$ cat src/hw/rtl/dsc_pkg.sv
// Package: shared types and constants for the two-sensor direction counter.
`timescale 1ns / 1ps
`default_nettype none
package dsc_pkg;

  localparam int unsigned CountWidth = 16;
  localparam int unsigned TimeWidth  = 32;
  localparam int unsigned DurWidth   = 16;

  localparam logic [DurWidth-1:0] MaxDurationReset = 16'd2000;

  typedef enum logic [1:0] {
    PH_IDLE  = 2'd0,
    PH_ENTRY = 2'd1,
    PH_EXIT  = 2'd2
  } phase_e;

  typedef enum logic [2:0] {
    EV_NONE          = 3'd0,
    EV_ENTRY_ARMED   = 3'd1,
    EV_EXIT_ARMED    = 3'd2,
    EV_ENTRY_COUNTED = 3'd3,
    EV_EXIT_COUNTED  = 3'd4,
    EV_LATE          = 3'd5,
    EV_TIMEOUT       = 3'd6
  } event_e;

  typedef struct packed {
    logic                 entry_sensor_level;
    logic                 exit_sensor_level;
    logic [TimeWidth-1:0] time_ms;
  } sample_t;

  typedef struct packed {
    logic [CountWidth-1:0] entries_count;
    logic [CountWidth-1:0] exits_count;
    logic [2:0]            event_res;
    logic [1:0]            armed_side;
  } result_t;

endpackage
`default_nettype wire

$ cat src/hw/rtl/dsc_step.sv
// Direction tracking state and the per-sample step logic.
`timescale 1ns / 1ps
`default_nettype none
module dsc_step (
  input  wire logic                              clk_i,
  input  wire logic                              rst_ni,
  input  wire logic                              step_i,
  input  wire dsc_pkg::sample_t                  sample_i,
  input  wire logic [dsc_pkg::DurWidth-1:0]      max_dur_i,
  output dsc_pkg::result_t                       result_o
);

  dsc_pkg::phase_e                      phase_q, phase_d;
  logic [dsc_pkg::TimeWidth-1:0]        arm_time_q, arm_time_d;
  logic                                 prev_ent_q, prev_ext_q;
  logic [dsc_pkg::CountWidth-1:0]       entry_total_q, entry_total_d;
  logic [dsc_pkg::CountWidth-1:0]       exit_total_q, exit_total_d;
  dsc_pkg::event_e                      ev;

  logic                                 ent_rise, ext_rise, in_window;
  logic [dsc_pkg::TimeWidth-1:0]        gap;

  assign ent_rise  = sample_i.entry_sensor_level & ~prev_ent_q;
  assign ext_rise  = sample_i.exit_sensor_level & ~prev_ext_q;
  assign gap       = sample_i.time_ms - arm_time_q;
  assign in_window = gap <= {{(dsc_pkg::TimeWidth-dsc_pkg::DurWidth){1'b0}}, max_dur_i};

  always_comb begin
    phase_d       = phase_q;
    arm_time_d    = arm_time_q;
    entry_total_d = entry_total_q;
    exit_total_d  = exit_total_q;
    ev            = dsc_pkg::EV_NONE;
    unique case (phase_q)
      dsc_pkg::PH_ENTRY: begin
        if (ext_rise) begin
          phase_d = dsc_pkg::PH_IDLE;
          if (in_window) begin
            entry_total_d = entry_total_q + 1'b1;
            ev            = dsc_pkg::EV_ENTRY_COUNTED;
          end else begin
            ev = dsc_pkg::EV_LATE;
          end
        end else if (!in_window) begin
          phase_d = dsc_pkg::PH_IDLE;
          ev      = dsc_pkg::EV_TIMEOUT;
        end
      end
      dsc_pkg::PH_EXIT: begin
        if (ent_rise) begin
          phase_d = dsc_pkg::PH_IDLE;
          if (in_window) begin
            exit_total_d = exit_total_q + 1'b1;
            ev           = dsc_pkg::EV_EXIT_COUNTED;
          end else begin
            ev = dsc_pkg::EV_LATE;
          end
        end else if (!in_window) begin
          phase_d = dsc_pkg::PH_IDLE;
          ev      = dsc_pkg::EV_TIMEOUT;
        end
      end
      default: begin
        phase_d = dsc_pkg::PH_IDLE;
        if (ent_rise) begin
          phase_d    = dsc_pkg::PH_ENTRY;
          arm_time_d = sample_i.time_ms;
          ev         = dsc_pkg::EV_ENTRY_ARMED;
        end else if (ext_rise) begin
          phase_d    = dsc_pkg::PH_EXIT;
          arm_time_d = sample_i.time_ms;
          ev         = dsc_pkg::EV_EXIT_ARMED;
        end
      end
    endcase
  end

  always_comb begin
    result_o.entries_count = entry_total_d;
    result_o.exits_count   = exit_total_d;
    result_o.event_res     = ev;
    result_o.armed_side    = phase_d;
  end

  always_ff @(posedge clk_i or negedge rst_ni) begin
    if (!rst_ni) begin
      phase_q       <= dsc_pkg::PH_IDLE;
      arm_time_q    <= '0;
      prev_ent_q    <= 1'b0;
      prev_ext_q    <= 1'b0;
      entry_total_q <= '0;
      exit_total_q  <= '0;
    end else if (step_i) begin
      phase_q       <= phase_d;
      arm_time_q    <= arm_time_d;
      prev_ent_q    <= sample_i.entry_sensor_level;
      prev_ext_q    <= sample_i.exit_sensor_level;
      entry_total_q <= entry_total_d;
      exit_total_q  <= exit_total_d;
    end
  end

endmodule
`default_nettype wire

$ cat src/hw/rtl/dsc_out_reg.sv
// Result register with valid/ready handshake toward the consumer.
`timescale 1ns / 1ps
`default_nettype none
module dsc_out_reg (
  input  wire logic             clk_i,
  input  wire logic             rst_ni,
  input  wire logic             load_i,
  input  wire dsc_pkg::result_t data_i,
  output logic                  free_o,
  output logic                  out_valid_o,
  input  wire logic             out_ready_i,
  output dsc_pkg::result_t      out_data_o
);

  logic             valid_q, valid_d;
  dsc_pkg::result_t data_q;

  assign free_o      = ~valid_q | out_ready_i;
  assign valid_d     = load_i | (valid_q & ~out_ready_i);
  assign out_valid_o = valid_q;
  assign out_data_o  = data_q;

  always_ff @(posedge clk_i or negedge rst_ni) begin
    if (!rst_ni) begin
      valid_q <= 1'b0;
    end else begin
      valid_q <= valid_d;
    end
  end

  always_ff @(posedge clk_i) begin
    if (load_i) begin
      data_q <= data_i;
    end
  end

endmodule
`default_nettype wire

$ cat src/hw/rtl/two_sensor_direction_counter.sv
// Top level of the two-sensor direction counter.
// Each transfer on the input channel is one sample of both sensor levels and a
// millisecond timestamp; it yields exactly one result holding both counters, the
// event of that sample and the armed side after it. A sample is accepted every
// cycle while the result register is empty or being drained; its result is
// registered and appears in the next cycle. Throughput is 1 sample per clock, set
// by the single result register. max_duration_ms (reset 2000) is written through
// the cfg channel, which is always ready; write it only while the block is idle.
`timescale 1ns / 1ps
`default_nettype none
module two_sensor_direction_counter (
  input  wire logic                          clk_i,
  input  wire logic                          rst_ni,
  input  wire logic                          in_valid_i,
  output logic                               in_ready_o,
  input  wire dsc_pkg::sample_t              in_data_i,
  output logic                               out_valid_o,
  input  wire logic                          out_ready_i,
  output dsc_pkg::result_t                   out_data_o,
  input  wire logic                          cfg_valid_i,
  output logic                               cfg_ready_o,
  input  wire logic [dsc_pkg::DurWidth-1:0]  cfg_data_i
);

  logic [dsc_pkg::DurWidth-1:0] max_dur_q;
  logic                         step;
  logic                         free;
  dsc_pkg::result_t             result;

  assign cfg_ready_o = 1'b1;
  assign in_ready_o  = free;
  assign step        = in_valid_i & free;

  always_ff @(posedge clk_i or negedge rst_ni) begin
    if (!rst_ni) begin
      max_dur_q <= dsc_pkg::MaxDurationReset;
    end else if (cfg_valid_i) begin
      max_dur_q <= cfg_data_i;
    end
  end

  dsc_step u_step (
    .clk_i     (clk_i),
    .rst_ni    (rst_ni),
    .step_i    (step),
    .sample_i  (in_data_i),
    .max_dur_i (max_dur_q),
    .result_o  (result)
  );

  dsc_out_reg u_out (
    .clk_i       (clk_i),
    .rst_ni      (rst_ni),
    .load_i      (step),
    .data_i      (result),
    .free_o      (free),
    .out_valid_o (out_valid_o),
    .out_ready_i (out_ready_i),
    .out_data_o  (out_data_o)
  );

endmodule
`default_nettype wire

$ cat config.mk
export PLATFORM = sky130hd
export DESIGN_NAME = two_sensor_direction_counter
export DESIGN_NICKNAME = d
export VERILOG_FILES = /design/src/hw/rtl/dsc_pkg.sv /design/src/hw/rtl/dsc_step.sv /design/src/hw/rtl/dsc_out_reg.sv /design/src/hw/rtl/two_sensor_direction_counter.sv
export SDC_FILE = /design/constraint.sdc
export NUM_CORES = 1
export LEC_CHECK = 0
export BUFFER_PORTS_ARGS = -buffer_cell sky130_fd_sc_hd__clkbuf_2
export CAP_MARGIN = 15
export CORE_ASPECT_RATIO = 0.75
export CORE_MARGIN = 5
export CORE_UTILIZATION = 65
export CTS_BUF_LIST = sky130_fd_sc_hd__clkbuf_4 sky130_fd_sc_hd__clkbuf_8
export CTS_CLUSTER_SIZE = 30
export DETAILED_ROUTE_END_ITERATION = 16
export PLACE_DENSITY_LB_ADDON = 0.2
export SKIP_LAST_GASP = 1
export SYNTH_ARGS = -nofsm -noshare
export SYNTH_HDL_FRONTEND = slang
export SYNTH_SLANG_ARGS = --single-unit
$ cat constraint.sdc
create_clock -name clk_i -period 7.4 [get_ports clk_i]
set_clock_uncertainty 0.15 [all_clocks]
set_input_delay 2.22 -clock clk_i [delete_from_list [all_inputs] [get_ports clk_i]]
set_output_delay 2.22 -clock clk_i [all_outputs]
set_load 0.02 [all_outputs]
* Word level (Yosys, flattened, before mapping)
Index checks and enable logic that the tools add are counted.
** Word-level totals
- Register bits after elaboration :: 122
- Input port bits :: 55
- Logic and storage cells :: 54
** Cells by class
- $lt $le $gt $ge :: 1
- Add/sub/neg operators :: 3
- Reduce and logical (&&, ||, !) cells :: 3
- Bitwise gates (word level) :: 11
- Mux-type cells :: 22
- Equality and inequality tests :: 2
** Operators by type and width (number)
- 2-to-1 mux 16 bit :: 6
- 2-to-1 mux 32 bit :: 2
- adder 16 x 1 -> 16 bit (second input constant) :: 2
- <= comparator 32 x 16 -> 1 bit :: 1
- subtractor 32 bit :: 1
- 2-to-1 mux 3 bit :: 5
- 2-to-1 mux 2 bit :: 6
- case mux 3 bit (2 select lines) :: 1
- inverter 1 bit :: 5
- bitwise AND 1 bit :: 4
- case mux 2 bit (2 select lines) :: 1
- AND reduction 3 bit :: 1
- equality test 2 x 1 -> 1 bit (second input constant) :: 1
- equality test 2 bit (second input constant) :: 1
- bitwise OR 1 bit :: 2
- nonzero test 2 bit :: 1
- OR reduction 2 bit :: 1
- 2-to-1 mux 1 bit :: 1

* Longest topological paths before layout
- Depth after elaboration :: 5
- Depth in mapped cells :: 22

* Modules after synthesis
From an unflattened synthesis, not the netlist that was laid out.
** Second synthesis, totals
- Cell total of the unflattened synthesis :: 809
- Area total of the unflattened synthesis :: 7881.3 µm²
** Modules (own cells, without submodules)
- dsc_step :: area an instance 6048.3 µm², times used 1, seq. area each 1701.6 µm², cells each 732
- dsc_out_reg :: area an instance 1158.6 µm², times used 1, seq. area each 1136.1 µm², cells each 40
- two_sensor_direction_counter :: area an instance 674.4 µm², times used 1, seq. area each 407.9 µm², cells each 37

* Worst setup path before layout
Ideal clock, no wire load.
- Kind :: input -> register
- From :: input in_data_i[0] in the netlist's numbering
- To :: register u_out.data_q, in the netlist u_out.out_data_o[22], data pin
- Data required time :: 6988 ps
- Path buffers :: 1
- Setup time :: 262 ps
- Path slack :: 642 ps
- Arrival time :: 6346 ps
- Stages on the path :: 22
- Cells stage by stage :: inv_1 -> ha_1 -> fa_1 -> nor2b_1 -> o2111ai_1 -> nand2_1 -> a31oi_1 -> o21ai_0 -> xor2_1 -> ha_1 -> nand4_1 -> or4_1 -> a21oi_1 -> a2111oi_0 -> o221ai_1 -> a21oi_1 -> nand4_1 -> a2111oi_4 -> o2111ai_4 -> buf_6 -> nor2_2 -> mux2_1
** RTL lines
- start: declaration :: line two_sensor_direction_counter.sv:16 : input wire dsc_pkg::sample_t in_data_i,
- end signal: assignment :: line dsc_out_reg.sv:33 : data_q <= data_i;
- end: declaration :: line dsc_out_reg.sv:16 : dsc_pkg::result_t data_q;

==> flow_metrics.tcl <==
set metrics [dict create \
    ys_async_sr_fraction 0.697 \
    hp-start "u_step.exit_total_q[15]$_DFFE_PN0P_" \
    r2r_start "u_step.arm_time_q[4]$_DFFE_PN0P_" \
    required_ns 7.44 \
    root_buffer "clkbuf_8" \
    area_delta_synth_final_pct 12.4 \
    crit_type "in2reg" \
    insertion_delay_ns 0.45 \
    ios 95 \
    seq_area_frac_synth 0.410 \
    synth_top_family_by_area "simple AND/OR/NAND/NOR gates" \
    yosys_register_bits 122 \
    clock_sink_count 122 \
    layout_setup_ws_ns 0.424 \
    post-place-ws_ns -0.0429 \
    worst-r2r-cell-count 20 \
    holdPathEnd "u_step.exit_total_q[15]$_DFFE_PN0P_" \
    wl_per_cell_um 17.3 \
    holdPathStages 1 \
    min_path_type "reg2reg" \
    layout_common_cells "clkbuf_2, nand2_1, dfrtp_1, xor2_1, inv_1" \
    critPathMaxFanout 14 \
    layout_min_cycle_time_ns 6.98 \
    routed_via_density 6.03 \
    synth-edff-count 37 \
    ys_warn_count 0 \
    start_util 0.674 \
    setup-violations-final 0 \
    antenna_found_initial 0 \
    gp_congestion 0.958 \
    n_antenna_cell 0 \
    core_um2 11700 \
    clk_path_buf_depth 2 \
    worst_slew_pin_slew_ns 0.997 \
    cts_tree "yes" \
    hold_buffers 0 \
    vias 6460 \
    drc 0 \
    yosys-mux-area-fraction 0.0537 \
    synth_flop_cell "dfrtp_1" \
    synth_cell_types 71 \
    row_count 34 \
    reg2reg_slack_ns 1.94 \
    fill_cells 827 \
    rsz0062_at_grt "no" \
    grt.total_usage 0.268 \
    r2r-end "u_out.out_data_o[19]$_DFFE_PP_" \
    grt_start_max_net_pins 47 \
    cp_slowest_cell "a2111oi_1" \
    drt_iter0_markers 669 \
    dieArea_um2 14500 \
    cp_slowest_stage_delay_ns 0.51 \
    ant_nets 0 \
    synth_cells 802 \
    drt_pass1_iterations 5 \
    synth_area_um2 7920 \
    power.density_nw_per_um2 334 \
    setup_tns_ns 0 \
    clkTransAtPathRegs_ns 0.08 \
    period_share 0.943 \
    end_kind "flop" \
    synth_compound_area_frac 0.132 \
    first_global_vias 6363 \
    cts_max_level 4 \
    hold_viol_final 0 \
    yosys.area_share.simple 0.183 \
    drv_cap 0 \
    leakage_nw 4.23 \
    cp.arrival_ns 7.01 \
    fmax_mhz 143 \
    cts_buffers 17 \
    multi_input_area_um2 4300 \
    drive_gt1_frac 0.243 \
    grt_pass1_wl_mm 31.2 \
    syn_nets 909 \
    drv_slew 0 \
    die_height_um 106 \
    synth-xor-area-share 0.0907 \
    globalRouteOverflowTotal 0 \
    die_w_um 137 \
    synthAdderAreaFrac 0.0831 \
    status "completed" \
    final-seq-area_um2 3250 \
    slew_headroom 0.335 \
    port_buffers 93 \
    drt-total-wl_mm 18.6 \
    layout_commonest_cell "clkbuf_2" \
    fin_nets 1004 \
    ir_drop_mv 0.234 \
    path_cells "clkbuf_2 -> inv_1 -> ha_1 -> fa_1 -> nor2b_1 -> o2111ai_1 -> nand2_1 -> a31oi_1 -> o21ai_0 -> xor2_1 -> ha_1 -> nand4_1 -> or4_1 -> a21oi_1 -> a2111oi_1 -> o221ai_1 -> a21oi_1 -> nand4_1 -> a2111oi_4 -> o2111ai_4 -> buf_4 -> nor3_2 -> xor2_1" \
    post_cts_buffers 0 \
    dp_hpwl_mm 13.7 \
    syn_avg_cell_area_um2 9.87 \
    critPathLaunchType "primary input" \
]
==> flip-flops by register name (all words and copies together) (netlist names) <==
register / flops
u_step.phase_q: 2
max_dur_q: 16
u_step.arm_time_q: 32
u_out.out_data_o: 37
u_step.entry_total_q: 16
u_step.prev_ent_q: 1
u_out.out_valid_o: 1
u_step.exit_total_q: 16
u_step.prev_ext_q: 1
==> cells in the mapped netlist (4+ instances only) <==
master    instances  area [µm²]
nor2b_1           5        31.3
ha_1             51         638
dfstp_2           6         158
o211ai_1          5        37.5
a21oi_1          43         215
or3_1             7        43.8
o21ai_0          36         180
o21a_1            6        45.0
xnor2_1          12         105
a21o_1            8        60.1
nand3_1          29         145
nor4_1            5        31.3
dfrtp_1          79        1980
nor3_1           15        75.1
xor2_1           70         613
inv_1            63         236
nand2_1          82         308
nand4_1          15        93.8
buf_6             4        45.0
or2_2             5        31.3
mux2_2           34         383
clkbuf_1         16        60.1
and3_1            7        43.8
nor2_1           44         165
edfxtp_1         37        1110
nor3_2           32         320
nand2b_1         13        81.3
==> how the worst max path moves through the flow <==
stage	from	end	slack (ns)
after CTS	in_data_i[0]	u_out.out_data_o[19]$_DFFE_PP_	0.37
after global routing	in_data_i[0]	u_out.out_data_o[19]$_DFFE_PP_	0.12
after floorplan	in_data_i[0]	u_out.out_data_o[22]$_DFFE_PP_	0.64
after global placement	in_data_i[0]	u_out.out_data_o[17]$_DFFE_PP_	0.14
after detailed placement	in_data_i[0]	u_out.out_data_o[19]$_DFFE_PP_	-0.04
final	in_data_i[0]	u_out.out_data_o[19]$_DFFE_PP_	0.42
==> logic make-up after synthesis <==
logic type | after synthesis
muxes | 38
and+or+nand+nor | 269
other | 1
AOI/OAI and AO/OA | 150
buffers and inverters | 88
DFF | 122
xor gates and xnor gates | 82
adders and majority gates | 52
==> where the power goes <==
group          internal, W  switching [W]  leakage (nW)
clock network     0.000303       0.000289         0.188
registers         0.000806      0.0000540          1.44
logic             0.000602       0.000918          2.60
total              0.00171        0.00126          4.23
==> worst max-delay path: cells and delay by family <==
| family | cells | cell delay [ns] |
|---|---|---|
| AO/OA/AOI/OAI | 9 | 2.16 |
| XOR/XNOR | 2 | 0.31 |
| adder cells (fa/ha/maj) | 3 | 0.91 |
| buffers and inverters | 3 | 0.43 |
| AND/OR/NAND/NOR | 6 | 0.97 |
==> metal layers <==
metal  global-route usage  up-vias  routed length, µm
li1                     -     3039                  -
met1                0.392     3102               8530
met2                0.401      282               8200
met3               0.0586       37               1550
met4               0.0776        0                293
met5                    0        -                  0
==> cell type report <==
| type | count | area share |
|---|---|---|
| multi-input cells | 592 | 0.483 |
| flip-flops and latches | 122 | 0.365 |
| repair buffers | 100 | 0.0585 |
| clock buffers | 18 | 0.0271 |
| inverters | 64 | 0.0270 |
| well taps | 162 | 0.0228 |
| clock inverters | 14 | 0.0166 |
==> stage by stage <==
| step | power, W | util | hold slack [ns] | area, µm² | cells |
|---|---|---|---|---|---|
| final | 0.00297 | 0.758 | 0.342 | 8900 | 1072 |
| after global routing | 0.00318 | 0.758 | 0.369 | 8900 | 1072 |
| after CTS | 0.00294 | 0.758 | 0.341 | 8900 | 1072 |
| after detailed placement | 0.00232 | 0.725 | 0.329 | 8510 | 1040 |
| after global placement | 0.00226 | 0.725 | 0.324 | 8510 | 1040 |
| after floorplan | 0.00198 | - | 0.304 | 7920 | 802 |
==> timing repair <==
action / in CTS / in global routing
endpoints found under the hold margin: 0 / 0
endpoints found under the setup margin: 0 / 1
resized for setup: 0 / 1
(Power assumes the default switching activity.)
